**src/sv/lrcp_pkg.sv**
```systemverilog
// Shared constants, register indices, quadrant codes and the CORDIC angle table
// for the lidar ring and column projector. No dependencies.
package lrcp_pkg;

  // Parameter defaults
  localparam int COORD_WIDTH_DEF     = 18;
  localparam int ANGLE_FRAC_BITS_DEF = 20;

  // Fixed field widths
  localparam int RING_W     = 7;
  localparam int COL_W      = 12;
  localparam int QUAD_W     = 3;
  localparam int INTEN_W    = 16;
  localparam int WIDTH_W    = 13;
  localparam int CFG_IDX_W  = 2;
  localparam int CFG_DATA_W = 13;

  // Configuration register indices
  localparam logic [CFG_IDX_W-1:0] REG_IMAGE_WIDTH = 2'd0;
  localparam logic [CFG_IDX_W-1:0] REG_TOP_RING    = 2'd1;

  // Configuration reset values
  localparam logic [WIDTH_W-1:0] IMAGE_WIDTH_RESET = 13'd2083;
  localparam logic [RING_W-1:0]  TOP_RING_RESET    = 7'd63;
  localparam logic [WIDTH_W-1:0] IMAGE_WIDTH_MAX   = 13'd4096;

  // Quadrant codes
  localparam logic [QUAD_W-1:0] QUAD_ORIGIN = 3'd0;
  localparam logic [QUAD_W-1:0] QUAD_1      = 3'd1;
  localparam logic [QUAD_W-1:0] QUAD_2      = 3'd2;
  localparam logic [QUAD_W-1:0] QUAD_3      = 3'd3;
  localparam logic [QUAD_W-1:0] QUAD_4      = 3'd4;

  // atan(2^-i) as a fraction of a full turn, scaled by 2^32
  localparam int TURN_TBL_DEPTH = 32;
  localparam logic [31:0] TURN_STEPS [TURN_TBL_DEPTH] = '{
    32'h20000000, 32'h12E4051E, 32'h09FB385B, 32'h051111D4,
    32'h028B0D43, 32'h0145D7E1, 32'h00A2F61E, 32'h00517C55,
    32'h0028BE53, 32'h00145F2F, 32'h000A2F98, 32'h000517CC,
    32'h00028BE6, 32'h000145F3, 32'h0000A2FA, 32'h0000517D,
    32'h000028BE, 32'h0000145F, 32'h00000A30, 32'h00000518,
    32'h0000028C, 32'h00000146, 32'h000000A3, 32'h00000051,
    32'h00000029, 32'h00000014, 32'h0000000A, 32'h00000005,
    32'h00000003, 32'h00000001, 32'h00000001, 32'h00000000
  };

endpackage

```
**src/sv/lrcp_if.sv**
```systemverilog
// Valid/ready stream interfaces for lidar points in and projected points out.
// Depends on lrcp_pkg.
interface lrcp_point_if #(
  parameter int COORD_WIDTH = lrcp_pkg::COORD_WIDTH_DEF
) ();
  import lrcp_pkg::*;

  logic                          valid;
  logic                          ready;
  logic                          start_of_scan;
  logic signed [COORD_WIDTH-1:0] x_pos;
  logic signed [COORD_WIDTH-1:0] y_pos;
  logic signed [COORD_WIDTH-1:0] z_pos;
  logic [INTEN_W-1:0]            intensity_in;

  modport source (output valid, start_of_scan, x_pos, y_pos, z_pos, intensity_in,
                  input ready);
  modport sink   (input valid, start_of_scan, x_pos, y_pos, z_pos, intensity_in,
                  output ready);
endinterface

interface lrcp_result_if #(
  parameter int COORD_WIDTH = lrcp_pkg::COORD_WIDTH_DEF
) ();
  import lrcp_pkg::*;

  logic                          valid;
  logic                          ready;
  logic [RING_W-1:0]             ring_index;
  logic [COL_W-1:0]              column_index;
  logic [QUAD_W-1:0]             quadrant_code;
  logic signed [COORD_WIDTH-1:0] x_out;
  logic signed [COORD_WIDTH-1:0] y_out;
  logic signed [COORD_WIDTH-1:0] z_out;
  logic [INTEN_W-1:0]            intensity_out;

  modport source (output valid, ring_index, column_index, quadrant_code,
                  x_out, y_out, z_out, intensity_out, input ready);
  modport sink   (input valid, ring_index, column_index, quadrant_code,
                  x_out, y_out, z_out, intensity_out, output ready);
endinterface

```
**src/sv/lrcp_front.sv**
```systemverilog
// Front end: accepts points, classifies quadrant and axis cases, tracks the ring.
// Depends on lrcp_pkg and lrcp_point_if; feeds lrcp_queue.
module lrcp_front #(
  parameter int COORD_WIDTH     = lrcp_pkg::COORD_WIDTH_DEF,
  parameter int ANGLE_FRAC_BITS = lrcp_pkg::ANGLE_FRAC_BITS_DEF,
  parameter int ENTRY_W         = 1
) (
  input  logic                       clk,
  input  logic                       rst,
  lrcp_point_if.sink                 point,
  input  logic [lrcp_pkg::RING_W-1:0] top_ring,
  output logic                       push_valid,
  input  logic                       push_ready,
  output logic [ENTRY_W-1:0]         push_data
);
  import lrcp_pkg::*;

  typedef struct packed {
    logic [RING_W-1:0]          ring;
    logic [QUAD_W-1:0]          quad;
    logic                       direct;
    logic                       neg;
    logic [ANGLE_FRAC_BITS-1:0] az_preset;
    logic [COORD_WIDTH-1:0]     x;
    logic [COORD_WIDTH-1:0]     y;
    logic [COORD_WIDTH-1:0]     z;
    logic [INTEN_W-1:0]         inten;
  } entry_t;

  localparam logic [ANGLE_FRAC_BITS-1:0] QUARTER_TURN =
    {2'b01, {(ANGLE_FRAC_BITS-2){1'b0}}};
  localparam logic [ANGLE_FRAC_BITS-1:0] HALF_TURN =
    {2'b10, {(ANGLE_FRAC_BITS-2){1'b0}}};
  localparam logic [ANGLE_FRAC_BITS-1:0] THREE_QUARTER_TURN =
    {2'b11, {(ANGLE_FRAC_BITS-2){1'b0}}};

  logic [RING_W-1:0] current_ring;
  logic [QUAD_W-1:0] prev_quad;

  logic              x_zero, y_zero, x_neg, y_neg, x_pos_gt, y_pos_gt;
  logic [QUAD_W-1:0] quad;
  logic [RING_W-1:0] ring_base, ring_next;
  logic [QUAD_W-1:0] prev_base;
  logic              accept;
  entry_t            entry;

  // Sign classification
  always_comb begin
    x_zero   = (point.x_pos == '0);
    y_zero   = (point.y_pos == '0);
    x_neg    = point.x_pos[COORD_WIDTH-1];
    y_neg    = point.y_pos[COORD_WIDTH-1];
    x_pos_gt = !x_neg && !x_zero;
    y_pos_gt = !y_neg && !y_zero;
  end

  // Quadrant decode
  always_comb begin
    if (x_pos_gt && !y_neg) begin
      quad = QUAD_1;
    end else if (!x_pos_gt && y_pos_gt) begin
      quad = QUAD_2;
    end else if (x_neg && !y_pos_gt) begin
      quad = QUAD_3;
    end else if (!x_neg && y_neg) begin
      quad = QUAD_4;
    end else begin
      quad = QUAD_ORIGIN;
    end
  end

  // Ring tracking: wrap from quadrant 4 into quadrant 1 drops one ring, not below 0
  always_comb begin
    ring_base = point.start_of_scan ? top_ring : current_ring;
    prev_base = point.start_of_scan ? QUAD_ORIGIN : prev_quad;
    ring_next = ring_base;
    if (quad == QUAD_1 && prev_base == QUAD_4 && ring_base != '0) begin
      ring_next = ring_base - RING_W'(1);
    end
  end

  // Queue entry; axis points and the origin bypass the rotation
  always_comb begin
    entry.ring      = ring_next;
    entry.quad      = quad;
    entry.direct    = x_zero || y_zero;
    entry.neg       = x_neg;
    entry.az_preset = '0;
    if (y_zero) begin
      entry.az_preset = x_neg ? HALF_TURN : '0;
    end else if (x_zero) begin
      entry.az_preset = y_neg ? THREE_QUARTER_TURN : QUARTER_TURN;
    end
    entry.x     = point.x_pos;
    entry.y     = point.y_pos;
    entry.z     = point.z_pos;
    entry.inten = point.intensity_in;
  end

  assign push_valid  = point.valid;
  assign point.ready = push_ready;
  assign push_data   = ENTRY_W'(entry);
  assign accept      = point.valid && push_ready;

  always_ff @(posedge clk) begin
    if (rst) begin
      current_ring <= TOP_RING_RESET;
      prev_quad    <= QUAD_ORIGIN;
    end else if (accept) begin
      current_ring <= ring_next;
      prev_quad    <= quad;
    end
  end

endmodule

```
**src/sv/lrcp_queue.sv**
```systemverilog
// Four-entry FIFO between the front end and the CORDIC back end.
// No package dependencies beyond its width parameter.
module lrcp_queue #(
  parameter int ENTRY_W = 1
) (
  input  logic               clk,
  input  logic               rst,
  input  logic               push_valid,
  output logic               push_ready,
  input  logic [ENTRY_W-1:0] push_data,
  output logic               pop_valid,
  input  logic               pop_ready,
  output logic [ENTRY_W-1:0] pop_data
);
  localparam int DEPTH = 4;
  localparam int PTR_W = $clog2(DEPTH);

  logic [ENTRY_W-1:0] slots [DEPTH];
  logic [PTR_W-1:0]   wr_ptr, rd_ptr;
  logic [PTR_W:0]     count;
  logic               do_push, do_pop;

  assign push_ready = (count != (PTR_W+1)'(DEPTH));
  assign pop_valid  = (count != '0);
  assign pop_data   = slots[rd_ptr];
  assign do_push    = push_valid && push_ready;
  assign do_pop     = pop_valid && pop_ready;

  // Storage
  always_ff @(posedge clk) begin
    if (do_push) begin
      slots[wr_ptr] <= push_data;
    end
  end

  // Pointers and fill level
  always_ff @(posedge clk) begin
    if (rst) begin
      wr_ptr <= '0;
      rd_ptr <= '0;
      count  <= '0;
    end else begin
      if (do_push) wr_ptr <= wr_ptr + PTR_W'(1);
      if (do_pop)  rd_ptr <= rd_ptr + PTR_W'(1);
      case ({do_push, do_pop})
        2'b10:   count <= count + (PTR_W+1)'(1);
        2'b01:   count <= count - (PTR_W+1)'(1);
        default: count <= count;
      endcase
    end
  end

endmodule

```
**src/sv/lrcp_back.sv**
```systemverilog
// Back end: iterative vectoring CORDIC for the azimuth, column scaling and the
// output register. Depends on lrcp_pkg and lrcp_result_if; fed by lrcp_queue.
module lrcp_back #(
  parameter int COORD_WIDTH     = lrcp_pkg::COORD_WIDTH_DEF,
  parameter int ANGLE_FRAC_BITS = lrcp_pkg::ANGLE_FRAC_BITS_DEF,
  parameter int ENTRY_W         = 1
) (
  input  logic                         clk,
  input  logic                         rst,
  input  logic                         pop_valid,
  output logic                         pop_ready,
  input  logic [ENTRY_W-1:0]           pop_data,
  input  logic [lrcp_pkg::WIDTH_W-1:0] image_width,
  lrcp_result_if.source                result
);
  import lrcp_pkg::*;

  typedef struct packed {
    logic [RING_W-1:0]          ring;
    logic [QUAD_W-1:0]          quad;
    logic                       direct;
    logic                       neg;
    logic [ANGLE_FRAC_BITS-1:0] az_preset;
    logic [COORD_WIDTH-1:0]     x;
    logic [COORD_WIDTH-1:0]     y;
    logic [COORD_WIDTH-1:0]     z;
    logic [INTEN_W-1:0]         inten;
  } entry_t;

  typedef enum logic [3:0] {
    B_IDLE = 4'b0001,
    B_ROT  = 4'b0010,
    B_MUL  = 4'b0100,
    B_DONE = 4'b1000
  } back_state_t;

  localparam int GUARD_BITS = 61 - COORD_WIDTH;
  localparam int CORDIC_W   = COORD_WIDTH + GUARD_BITS + 3;
  localparam int STAGES     = (ANGLE_FRAC_BITS > 32) ? 32 : ANGLE_FRAC_BITS;
  localparam int STEP_SH    = (ANGLE_FRAC_BITS < 32) ? (32 - ANGLE_FRAC_BITS) : 0;
  localparam int CNT_W      = $clog2(TURN_TBL_DEPTH);
  localparam int PROD_W     = COL_W + ANGLE_FRAC_BITS;
  localparam logic [32:0] STEP_RND = (33'd1 << STEP_SH) >> 1;
  localparam logic [CNT_W-1:0] LAST_STAGE = CNT_W'(STAGES - 1);
  localparam logic [ANGLE_FRAC_BITS-1:0] HALF_TURN =
    {1'b1, {(ANGLE_FRAC_BITS-1){1'b0}}};
  localparam logic [PROD_W-1:0] ROUND_HALF =
    PROD_W'({1'b1, {(ANGLE_FRAC_BITS-1){1'b0}}});

  back_state_t                 state;
  entry_t                      entry;
  logic [RING_W-1:0]           ring_r;
  logic [QUAD_W-1:0]           quad_r;
  logic [COORD_WIDTH-1:0]      x_r, y_r, z_r;
  logic [INTEN_W-1:0]          inten_r;
  logic signed [CORDIC_W-1:0]  px, py;
  logic [ANGLE_FRAC_BITS-1:0]  az;
  logic [CNT_W-1:0]            stage_cnt;
  logic [PROD_W-1:0]           prod;
  logic [COL_W-1:0]            scale;
  logic signed [CORDIC_W-1:0]  x_ext, y_ext, x_load, y_load;
  logic signed [CORDIC_W-1:0]  dx, dy;
  logic [32:0]                 step_wide;
  logic [ANGLE_FRAC_BITS-1:0]  step;
  logic                        py_pos;
  logic [PROD_W-1:0]           col_sum;
  logic                        res_valid;
  logic                        out_free;

  assign entry     = entry_t'(pop_data);
  assign pop_ready = (state == B_IDLE);
  assign out_free  = !res_valid || result.ready;

  // Column scale: width minus one, with width clamped to 1 .. 4096
  always_comb begin
    if (image_width == '0) begin
      scale = '0;
    end else if (image_width > IMAGE_WIDTH_MAX) begin
      scale = COL_W'(IMAGE_WIDTH_MAX - WIDTH_W'(1));
    end else begin
      scale = COL_W'(image_width - WIDTH_W'(1));
    end
  end

  // Load: fold the left half plane over, then scale up by the guard bits
  always_comb begin
    x_ext  = {{(CORDIC_W-COORD_WIDTH){entry.x[COORD_WIDTH-1]}}, entry.x};
    y_ext  = {{(CORDIC_W-COORD_WIDTH){entry.y[COORD_WIDTH-1]}}, entry.y};
    x_load = (entry.neg ? -x_ext : x_ext) <<< GUARD_BITS;
    y_load = (entry.neg ? -y_ext : y_ext) <<< GUARD_BITS;
  end

  // One rotation stage
  always_comb begin
    dx        = py >>> stage_cnt;
    dy        = px >>> stage_cnt;
    step_wide = ({1'b0, TURN_STEPS[stage_cnt]} + STEP_RND) >> STEP_SH;
    step      = step_wide[ANGLE_FRAC_BITS-1:0];
    py_pos    = !py[CORDIC_W-1] && (py != '0);
  end

  assign col_sum = prod + ROUND_HALF;

  // Back-end sequencer
  always_ff @(posedge clk) begin
    if (rst) begin
      state <= B_IDLE;
    end else begin
      unique case (state)
        B_IDLE: begin
          if (pop_valid) state <= entry.direct ? B_MUL : B_ROT;
        end
        B_ROT: begin
          if (stage_cnt == LAST_STAGE) state <= B_MUL;
        end
        B_MUL: begin
          state <= B_DONE;
        end
        B_DONE: begin
          if (out_free) state <= B_IDLE;
        end
        default: state <= B_IDLE;
      endcase
    end
  end

  // Datapath
  always_ff @(posedge clk) begin
    unique case (state)
      B_IDLE: begin
        if (pop_valid) begin
          ring_r    <= entry.ring;
          quad_r    <= entry.quad;
          x_r       <= entry.x;
          y_r       <= entry.y;
          z_r       <= entry.z;
          inten_r   <= entry.inten;
          px        <= x_load;
          py        <= y_load;
          stage_cnt <= '0;
          if (entry.direct) begin
            az <= entry.az_preset;
          end else begin
            az <= entry.neg ? HALF_TURN : '0;
          end
        end
      end
      B_ROT: begin
        if (py_pos) begin
          px <= px + dx;
          py <= py - dy;
          az <= az + step;
        end else begin
          px <= px - dx;
          py <= py + dy;
          az <= az - step;
        end
        stage_cnt <= stage_cnt + CNT_W'(1);
      end
      B_MUL: begin
        prod <= PROD_W'(scale) * PROD_W'(az);
      end
      B_DONE: begin
      end
      default: begin
      end
    endcase
  end

  // Output register
  always_ff @(posedge clk) begin
    if (state == B_DONE && out_free) begin
      result.ring_index    <= ring_r;
      result.column_index  <= col_sum[PROD_W-1:ANGLE_FRAC_BITS];
      result.quadrant_code <= quad_r;
      result.x_out         <= x_r;
      result.y_out         <= y_r;
      result.z_out         <= z_r;
      result.intensity_out <= inten_r;
    end
  end

  always_ff @(posedge clk) begin
    if (rst) begin
      res_valid <= 1'b0;
    end else if (state == B_DONE && out_free) begin
      res_valid <= 1'b1;
    end else if (result.ready) begin
      res_valid <= 1'b0;
    end
  end

  assign result.valid = res_valid;

endmodule

```
**src/sv/lidar_ring_and_column_projector_top.sv**
```systemverilog
// Top level of the lidar ring and column projector: configuration registers,
// front end, point queue and CORDIC back end. Depends on lrcp_pkg, lrcp_if,
// lrcp_front, lrcp_queue and lrcp_back.
// Channels:
//   point : valid/ready stream of lidar points (start_of_scan, x, y, z,
//           intensity). A beat is taken when valid and ready are high.
//   result: valid/ready stream of projected points (ring, column, quadrant
//           and the copied coordinates and intensity).
//   cfg_* : write port; index 0 is image_width, index 1 is top_ring, other
//           indices are ignored. Write only while the block is idle.
// Timing:
//   A point is queued (four entries) at the edge that takes it. The back end
//   takes one queued point at a time: it loads it, runs one CORDIC stage per
//   cycle, multiplies the angle by the column scale and registers the result,
//   and pops no new point until that result has moved into the output
//   register. Points on an axis or at the origin skip the rotation.
// Reset and stalls: reset empties the queue, drops any result, sets
//   image_width to 2083 and top_ring and the ring to 63. A stalled receiver
//   holds the result; the front keeps filling the queue until it is full,
//   then drops ready.
module lidar_ring_and_column_projector_top #(
  parameter int COORD_WIDTH     = lrcp_pkg::COORD_WIDTH_DEF,
  parameter int ANGLE_FRAC_BITS = lrcp_pkg::ANGLE_FRAC_BITS_DEF
) (
  input  logic                            clk,
  input  logic                            rst,
  lrcp_point_if.sink                      point,
  lrcp_result_if.source                   result,
  input  logic                            cfg_we,
  input  logic [lrcp_pkg::CFG_IDX_W-1:0]  cfg_index,
  input  logic [lrcp_pkg::CFG_DATA_W-1:0] cfg_data
);
  import lrcp_pkg::*;

  localparam int ENTRY_W = RING_W + QUAD_W + 2 + ANGLE_FRAC_BITS + 3 * COORD_WIDTH + INTEN_W;

  logic [WIDTH_W-1:0] image_width;
  logic [RING_W-1:0]  top_ring;
  logic               push_valid, push_ready, pop_valid, pop_ready;
  logic [ENTRY_W-1:0] push_data, pop_data;

  // Configuration registers
  always_ff @(posedge clk) begin
    if (rst) begin
      image_width <= IMAGE_WIDTH_RESET;
      top_ring    <= TOP_RING_RESET;
    end else if (cfg_we) begin
      case (cfg_index)
        REG_IMAGE_WIDTH: image_width <= cfg_data[WIDTH_W-1:0];
        REG_TOP_RING:    top_ring    <= cfg_data[RING_W-1:0];
        default: begin
        end
      endcase
    end
  end

  lrcp_front #(
    .COORD_WIDTH     (COORD_WIDTH),
    .ANGLE_FRAC_BITS (ANGLE_FRAC_BITS),
    .ENTRY_W         (ENTRY_W)
  ) u_front (
    .clk        (clk),
    .rst        (rst),
    .point      (point),
    .top_ring   (top_ring),
    .push_valid (push_valid),
    .push_ready (push_ready),
    .push_data  (push_data)
  );

  lrcp_queue #(
    .ENTRY_W (ENTRY_W)
  ) u_queue (
    .clk        (clk),
    .rst        (rst),
    .push_valid (push_valid),
    .push_ready (push_ready),
    .push_data  (push_data),
    .pop_valid  (pop_valid),
    .pop_ready  (pop_ready),
    .pop_data   (pop_data)
  );

  lrcp_back #(
    .COORD_WIDTH     (COORD_WIDTH),
    .ANGLE_FRAC_BITS (ANGLE_FRAC_BITS),
    .ENTRY_W         (ENTRY_W)
  ) u_back (
    .clk         (clk),
    .rst         (rst),
    .pop_valid   (pop_valid),
    .pop_ready   (pop_ready),
    .pop_data    (pop_data),
    .image_width (image_width),
    .result      (result)
  );

endmodule
```
**src/flat_wrapper.sv**
```systemverilog
// flat-port wrapper written by rule: the top's interface ports become plain ports
module lidar_ring_and_column_projector_top_flat import lrcp_pkg::*;
#(
  parameter int COORD_WIDTH     = lrcp_pkg::COORD_WIDTH_DEF,
  parameter int ANGLE_FRAC_BITS = lrcp_pkg::ANGLE_FRAC_BITS_DEF
)
  (clk, rst, cfg_we, cfg_index, cfg_data, point_valid, point_start_of_scan, point_x_pos, point_y_pos, point_z_pos, point_intensity_in, point_ready, result_valid, result_ring_index, result_column_index, result_quadrant_code, result_x_out, result_y_out, result_z_out, result_intensity_out, result_ready);
  lrcp_point_if #(.COORD_WIDTH(COORD_WIDTH)) point_i ();
  lrcp_result_if #(.COORD_WIDTH(COORD_WIDTH)) result_i ();
  input  logic clk;
  input  logic rst;
  input  logic cfg_we;
  input  logic [lrcp_pkg::CFG_IDX_W-1:0] cfg_index;
  input  logic [lrcp_pkg::CFG_DATA_W-1:0] cfg_data;
  input wire logic [$bits(point_i.valid)-1:0] point_valid;
  input wire logic [$bits(point_i.start_of_scan)-1:0] point_start_of_scan;
  input wire logic [$bits(point_i.x_pos)-1:0] point_x_pos;
  input wire logic [$bits(point_i.y_pos)-1:0] point_y_pos;
  input wire logic [$bits(point_i.z_pos)-1:0] point_z_pos;
  input wire logic [$bits(point_i.intensity_in)-1:0] point_intensity_in;
  output wire logic [$bits(point_i.ready)-1:0] point_ready;
  output wire logic [$bits(result_i.valid)-1:0] result_valid;
  output wire logic [$bits(result_i.ring_index)-1:0] result_ring_index;
  output wire logic [$bits(result_i.column_index)-1:0] result_column_index;
  output wire logic [$bits(result_i.quadrant_code)-1:0] result_quadrant_code;
  output wire logic [$bits(result_i.x_out)-1:0] result_x_out;
  output wire logic [$bits(result_i.y_out)-1:0] result_y_out;
  output wire logic [$bits(result_i.z_out)-1:0] result_z_out;
  output wire logic [$bits(result_i.intensity_out)-1:0] result_intensity_out;
  input wire logic [$bits(result_i.ready)-1:0] result_ready;
  assign point_i.valid = point_valid;
  assign point_i.start_of_scan = point_start_of_scan;
  assign point_i.x_pos = point_x_pos;
  assign point_i.y_pos = point_y_pos;
  assign point_i.z_pos = point_z_pos;
  assign point_i.intensity_in = point_intensity_in;
  assign point_ready = point_i.ready;
  assign result_valid = result_i.valid;
  assign result_ring_index = result_i.ring_index;
  assign result_column_index = result_i.column_index;
  assign result_quadrant_code = result_i.quadrant_code;
  assign result_x_out = result_i.x_out;
  assign result_y_out = result_i.y_out;
  assign result_z_out = result_i.z_out;
  assign result_intensity_out = result_i.intensity_out;
  assign result_i.ready = result_ready;
  lidar_ring_and_column_projector_top #(.COORD_WIDTH(COORD_WIDTH), .ANGLE_FRAC_BITS(ANGLE_FRAC_BITS)) u_core (.clk(clk), .rst(rst), .point(point_i), .result(result_i), .cfg_we(cfg_we), .cfg_index(cfg_index), .cfg_data(cfg_data));
endmodule
```
**config.mk**
```make
export PLATFORM = sky130hd
export DESIGN_NAME = lidar_ring_and_column_projector_top_flat
export DESIGN_NICKNAME = d
export VERILOG_FILES = /design/src/sv/lrcp_pkg.sv /design/src/sv/lrcp_if.sv /design/src/sv/lrcp_front.sv /design/src/sv/lrcp_queue.sv /design/src/sv/lrcp_back.sv /design/src/sv/lidar_ring_and_column_projector_top.sv /design/src/flat_wrapper.sv
export SDC_FILE = /design/constraint.sdc
export NUM_CORES = 2
export LEC_CHECK = 0
export BUFFER_PORTS_ARGS = -buffer_cell sky130_fd_sc_hd__buf_4
export CAP_MARGIN = 25
export CORE_ASPECT_RATIO = 1.5
export CORE_MARGIN = 2
export CORE_UTILIZATION = 30
export CTS_CLUSTER_SIZE = 24
export DETAILED_ROUTE_END_ITERATION = 6
export GPL_TIMING_DRIVEN = 0
export PLACE_DENSITY = 0.51
export SLEW_MARGIN = 40
export SYNTH_ARGS = -nofsm -noshare
export SYNTH_HDL_FRONTEND = slang
export SYNTH_SLANG_ARGS = --single-unit
```
**constraint.sdc**
```tcl
create_clock -name clk -period 14.7 [get_ports clk]
set_clock_uncertainty 0.2 [all_clocks]
set_input_delay 1.47 -clock clk [delete_from_list [all_inputs] [get_ports clk]]
set_output_delay 1.47 -clock clk [all_outputs]
set_load 0.02 [all_outputs]
```
# After elaboration in Yosys (flattened, before gate mapping)
# Memory sizes are Yosys's and may differ from the RTL's. A register that Yosys moved wholly into a read port is not among the register bits.
# Index checks and enable logic that the tools add are counted.
[op_classes] shift=2 n_mux=42 reduce_logical=37 bitwise_logic=1 addsub=17 div=0 order_cmp=2 eq_ne=14 multipliers=1
[op_table] operator="two-way mux 64 bit" n=4
[op_table] operator="case mux 64 bit (2 select lines)" n=2
[op_table] operator="two-way mux 20 bit" n=8
[op_table] operator="adder 64 bit" n=2
[op_table] operator=">>> shifter 64 x 5 -> 64 bit" n=2
[op_table] operator="subtractor 64 bit" n=2
[op_table] operator="two-way mux 32 bit" n=2
[op_table] operator="nonzero test 64 bit" n=1
[op_table] operator="two-way mux 21 bit" n=2
[op_table] operator="negation 18 -> 21 bit" n=2
[op_table] operator="case mux 20 bit (2 select lines)" n=1
[op_table] operator="logical NOT 18 bit" n=2
[op_table] operator="adder 32 x 12 -> 32 bit (second input constant)" n=1
[op_table] operator="adder 32 x 20 -> 32 bit (second input constant)" n=1
[op_table] operator="multiplier 12 x 20 -> 32 bit" n=1
[op_table] operator="two-way mux 12 bit" n=2
[op_table] operator="adder 20 bit" n=1
[op_table] operator="subtractor 20 bit" n=1
[op_table] operator="two-way mux 3 bit" n=6
[op_table] operator="case mux 4 bit (4 select lines)" n=1
[op_table] operator="two-way mux 7 bit" n=2
[op_table] operator="> comparator 13 bit (second input constant)" n=1
[op_table] operator="logical NOT 13 bit" n=1
[op_table] operator="logical AND 1 bit" n=12
[op_table] operator="other kinds (33)" n=56
[totals] n_memories=2 word_cells=145 ff_bits=399 latch_bits=0 rom_bits=1024 output_inout_bits=94 mem_bits_rw=408 in_bits=91
[mem_list] memory="(no name shown)" words=32 width=32 rd=1 rd_ports_with_merged_regs=0 write_ports=0 line_no="lrcp_back.sv:97" text="step_wide = ({1'b0, TURN_STEPS[stage_cnt]} + STEP_RND) >> STEP_SH;"
[mem_list] memory="u_core.u_queue.slots" words=4 width=102 rd=1 rd_ports_with_merged_regs=1 write_ports=1 line_no="lrcp_queue.sv:18" text="logic [ENTRY_W-1:0] slots [DEPTH];"

# Logic depth before layout (Yosys ltp)
[depth] depth_word=12 depth_mapped=34 ltp_nobuf=32

# Cells and area by module
# From an unflattened synthesis, not the netlist that was laid out.
[unflattened] hier_cells=5558 area_unflattened_um2=60370.4
[by_module_without_submodules] mod="lrcp_back" n_inst=1 area_each_um2=42689.7 cells_per_inst=4680 seq_area_each_um2=10249.8
[by_module_without_submodules] mod="lrcp_queue" n_inst=1 area_each_um2=15184.6 cells_per_inst=584 seq_area_each_um2=12431.9
[by_module_without_submodules] mod="lrcp_front" n_inst=1 area_each_um2=1647.8 cells_per_inst=210 seq_area_each_um2=200.2
[by_module_without_submodules] mod="lidar_ring_and_column_projector_top" n_inst=1 area_each_um2=848.3 cells_per_inst=84 seq_area_each_um2=400.4

# Worst setup path before layout
# OpenSTA, ideal clock, no wires.
[synth_path] kind="register to register" start="register u_core.u_back.state[3]" end="register u_core.u_back.az[0] (enable)" slack_ps=1896 setup_ps=877 n_path_buf=0 arrival_time_ps=11727 period_less_slack_ps=12804 t_required_ps=13623 path_stages_with_launch=3 path_cell_list="dfxtp_1 -> or4b_2 -> o21ai_0"
[synth_via] elab_chain_len=3 word_cells_on_any_way=5 classes_between="3 x eq/ne; 2 x reduce/logical"
[synth_rtl] item="start: declaration" line_no="lrcp_back.sv:50" text="back_state_t state;"
[synth_rtl] item="start signal: assignment" line_no="lrcp_back.sv:111" text="if (pop_valid) state <= entry.direct ? B_MUL : B_ROT;"
[synth_rtl] item="equality test 4 x 1 -> 1 bit or equality test 4 x 2 -> 1 bit (tied branches)" line_no="lrcp_back.sv:129" text="unique case (state)"
[synth_rtl] item="inequality test 2 bit (no line) or nonzero test 2 bit (tied branches)"
[synth_rtl] item="AND reduction 2 bit (no line) *"
[synth_rtl] item="end signal: assignment" line_no="lrcp_back.sv:142" text="az <= entry.az_preset;"
[synth_rtl] item="end signal: assignment" line_no="lrcp_back.sv:144" text="az <= entry.neg ? HALF_TURN : '0;"
[synth_rtl] item="end signal: assignment" line_no="lrcp_back.sv:152" text="az <= az + step;"
[synth_rtl] item="end: declaration" line_no="lrcp_back.sv:57" text="logic [ANGLE_FRAC_BITS-1:0] az;"
# Mark *: on every way between the ends. The rest lies on a longest branch, timed or not.
# A chain may end at the register's enable or synchronous reset.

# Final worst setup path
[layout_path] start="register u_core.u_back.stage_cnt[2]" end="register u_core.u_back.px[57] (data pin)"
[layout_via] elab_chain_len=4 word_cells_on_any_way=5 classes_between="2 x add/sub; 1 x shift; 2 x mux"
[layout_rtl] item="start: declaration" line_no="lrcp_back.sv:58" text="logic [CNT_W-1:0] stage_cnt;"
[layout_rtl] item="start signal: assignment" line_no="lrcp_back.sv:158" text="stage_cnt <= stage_cnt + CNT_W'(1);"
[layout_rtl] item=">>> shifter 64 x 5 -> 64 bit *" line_no="lrcp_back.sv:95" text="dx = py >>> stage_cnt;"
[layout_rtl] item="subtractor 64 bit or adder 64 bit (tied branches)" line_no="lrcp_back.sv:154, lrcp_back.sv:150"
[layout_rtl] item="two-way mux 64 bit *" line_no="lrcp_back.sv:149" text="if (py_pos) begin"
[layout_rtl] item="case mux 64 bit (2 select lines) *" line_no="lrcp_back.sv:129"
[layout_rtl] item="end signal: assignment" line_no="lrcp_back.sv:138" text="px <= x_load;"
[layout_rtl] item="end signal: assignment" line_no="lrcp_back.sv:150" text="px <= px + dx;"
[layout_rtl] item="end signal: assignment" line_no="lrcp_back.sv:154" text="px <= px - dx;"
[layout_rtl] item="end: declaration" line_no="lrcp_back.sv:56" text="logic signed [CORDIC_W-1:0] px, py;"
# Marks and branches as above.

==> reports/results.txt <==
Top FF cell, synth = edfxtp_1
fin crit share = 89.4%
Post-synth top cells = 670 x edfxtp_1, 532 x nand2_1, 369 x nor2_1
final setup fails = 0
CP Max Fanout = 10
DR iter-0 viols = 4207
# fillers = 18300
root buf cell = clkbuf_16
setup_tns = 0 ns
synthesis-to-layout area growth = 15.1%
Core Region = 182000 um2
TritonCTS clock tree = built
DP HPWL = 202000 um
Async SR Flop Fraction = 0%
first-pass GRT wire length = 361000 um
Max-cap violations = 0
area leader, netlist = edfxtp_1
final-stage net count = 5831
Post-Syn Instances = 5012
Tightest Pin Transition = 0.997 ns
Num Clock Sinks = 714
Synth top area share = 36.8%
FMAX = 0.0761 GHz
# IOs = 185
Chip Width = 353 um
CP most frequent cell = buf_2
CTS Buf Count = 75
RSZ-0062 raised after global routing = false
Netlist cell types = 110
share of cells above drive strength 1 = 17.4%
Final GP Congestion = 1.05
CP endpoint kind = flip-flop
die area = 186000 um2
CTS max path bufs = 3
crit path time final = 13.14 ns
failing checks = DRC
pin count of the biggest net entering global routing = 33
Max Slew Vio Count = 0
top-count cell post-synth = edfxtp_1
met2 Use GR = 46.5%
worst hold path type = flip-flop to flip-flop
worst reg2reg setup slack = 1.56 ns
Crit Path Category = flip-flop to flip-flop
Clk Latency, worst-skew pair = 0.72 ns
R2R Path Start = u_core.u_back.stage_cnt[2]$_SDFFCE_PN0P_
Worst-path clk slew = 0.07 ns
DR vias/cell = 5.73
vias in the first global route = 45400
flops & latches, synth = 714
Port Buf Inserts = 184
top cells by area, synth = edfxtp_1 37%, mux4_2 10%, fa_1 6.7%
crit path DAT = 13.39 ns
Tot GR Track Use = 27.7%
Vias = 44800
initial antenna violation count = 22
grt met1 use = 29.8%
Synth Warn # = 0
Critical Path End = u_core.u_back.px[57]$_DFFE_PP_
cts hold-fix bufs = 0
status = finished, violations left
Syn Nets = 5519
EDFF count, synth = 670
Post-Syn Area = 54700 um2
wire per inst = 33.5 um
critical path's largest stage delay = 0.76 ns
DP Worst Slack = 2.18 ns
syn avg cell area = 10.9 um2
gr busiest metal = met2
WP data required = 14.95 ns
RR Endpoint = u_core.u_back.px[57]$_DFFE_PP_
Critical Path Start = u_core.u_back.stage_cnt[2]$_SDFFCE_PN0P_
met3 Resource Use GR = 7.12%
Fin. Hold Viols = 0
setup repair bufs after CTS = 0
Post-route DRC = 1
R2R cell count = 31
Rows = 192
post_cts resized = 0
Post-Route WL = 262000 um
CP max stage cell = buf_2
final worst slack = 1.56 ns
drt pass-1 iters = 6
Final ANT Viol Nets = 0
CTS H-tree lvls = 3
Initial Utilization = 30.1%
critical path startpoint category = flip-flop
Slew HR = 33.5%
Die Ht = 527 um
Seq/Total Area, Yosys = 38.4%
total gr overflow = 0
placed cells by master, fill, tap and decap left out, drive strengths merged, types with 84 or more instances in the layout:
cell	count
edfxtp	670
nor3	84
buf	351
mux2i	146
a21oi	277
nor2	369
a21o	103
ha	233
xnor2	199
and2	113
inv	279
nand2	535
o21ai	208
xor2	139
fa	183
clkbuf	252
mux4	253
metrics by stage:
step	area (um2)	hold slack [ns]	instances	utilization [%]
2_1_floorplan	54700	0.200	5012	-
3_3_place_gp	59100	0.201	7621	32.5
3_5_place_dp	60300	0.205	7670	33.2
4_1_cts	62900	0.187	7808	34.6
5_1_grt	62900	0.209	7811	34.6
6_report	63000	0.178	7820	34.6
worst min path at each step:
stage	start	endpoint	slack [ns]	cells past startpoint
final	u_core.u_back.x_r[8]$_DFFE_PP_	u_core.u_back.result.x_out[8]$_DFFE_PP_	0.18	0
after global routing	u_core.u_back.x_r[8]$_DFFE_PP_	u_core.u_back.result.x_out[8]$_DFFE_PP_	0.21	0
after CTS	u_core.u_back.x_r[8]$_DFFE_PP_	u_core.u_back.result.x_out[8]$_DFFE_PP_	0.19	0
after detailed placement	u_core.u_back.y_r[5]$_DFFE_PP_	u_core.u_back.result.y_out[5]$_DFFE_PP_	0.20	0
after global placement	u_core.u_back.inten_r[15]$_DFFE_PP_	u_core.u_back.result.intensity_out[15]$_DFFE_PP_	0.20	0
after floorplan	u_core.u_back.inten_r[0]$_DFFE_PP_	u_core.u_back.result.intensity_out[0]$_DFFE_PP_	0.20	0
worst max-delay path: cells and delay by family, from the launching register on:
kind,cells,cell delay [ns]
AND/OR/NAND/NOR,3,0.93
flip-flops,1,0.33
XOR/XNOR,2,0.45
AO/OA/AOI/OAI,13,4.13
buffers and inverters,11,6.07
adder cells (fa/ha/maj),2,0.57
state kept, by name, indices dropped and copies added (netlist names), 4 cells and up, named ones only:
register	flops
u_core.u_back.stage_cnt	5
u_core.u_back.y_r	18
u_core.u_back.px	64
u_core.u_back.result.x_out	18
u_core.image_width	13
u_core.u_back.result.z_out	18
u_core.u_back.result.column_index	12
u_core.u_back.py	64
u_core.u_queue.slots	332
u_core.u_back.result.ring_index	7
u_core.u_back.z_r	18
u_core.u_back.x_r	18
u_core.u_back.inten_r	16
u_core.u_back.ring_r	7
u_core.u_front.current_ring	7
u_core.u_back.prod	13
u_core.u_back.state	4
u_core.u_back.az	20
u_core.u_back.result.y_out	18
u_core.top_ring	7
u_core.u_back.result.intensity_out	16
area by class of cell:
type,instances,area [um2],area share [%]
diodes,10,25.0,0.0398
plain buffers,277,1340,2.13
clock buffers,91,1990,3.16
clock inverters,47,546,0.867
inverters,276,1040,1.65
multi-input cells,3745,31700,50.4
flip-flops and latches,714,21000,33.4
well taps,2425,3030,4.82
repair buffers,235,2280,3.62
logic make-up (layout without fill, tap and decap cells):
logic type	count (synthesis)	in the layout	share of synthesized area, %
compound gates	1022	1022	12.1
xor+xnor	338	338	5.41
fa+ha+maj	416	416	12.0
buf+inv	553	926	4.17
flops	714	714	38.4
mux	477	477	14.7
other cells	0	10	0
simple gates	1492	1492	13.2
layer usage:
layer	routed length [um]	up-vias
li1	-	19200
met1	93100	22700
met2	125000	2107
met3	19300	739
met4	24300	20
met5	185	-
Power is left out: the tool's default activity adds up to more than one toggle a clock period on the data nets, which glitch-free logic cannot reach.
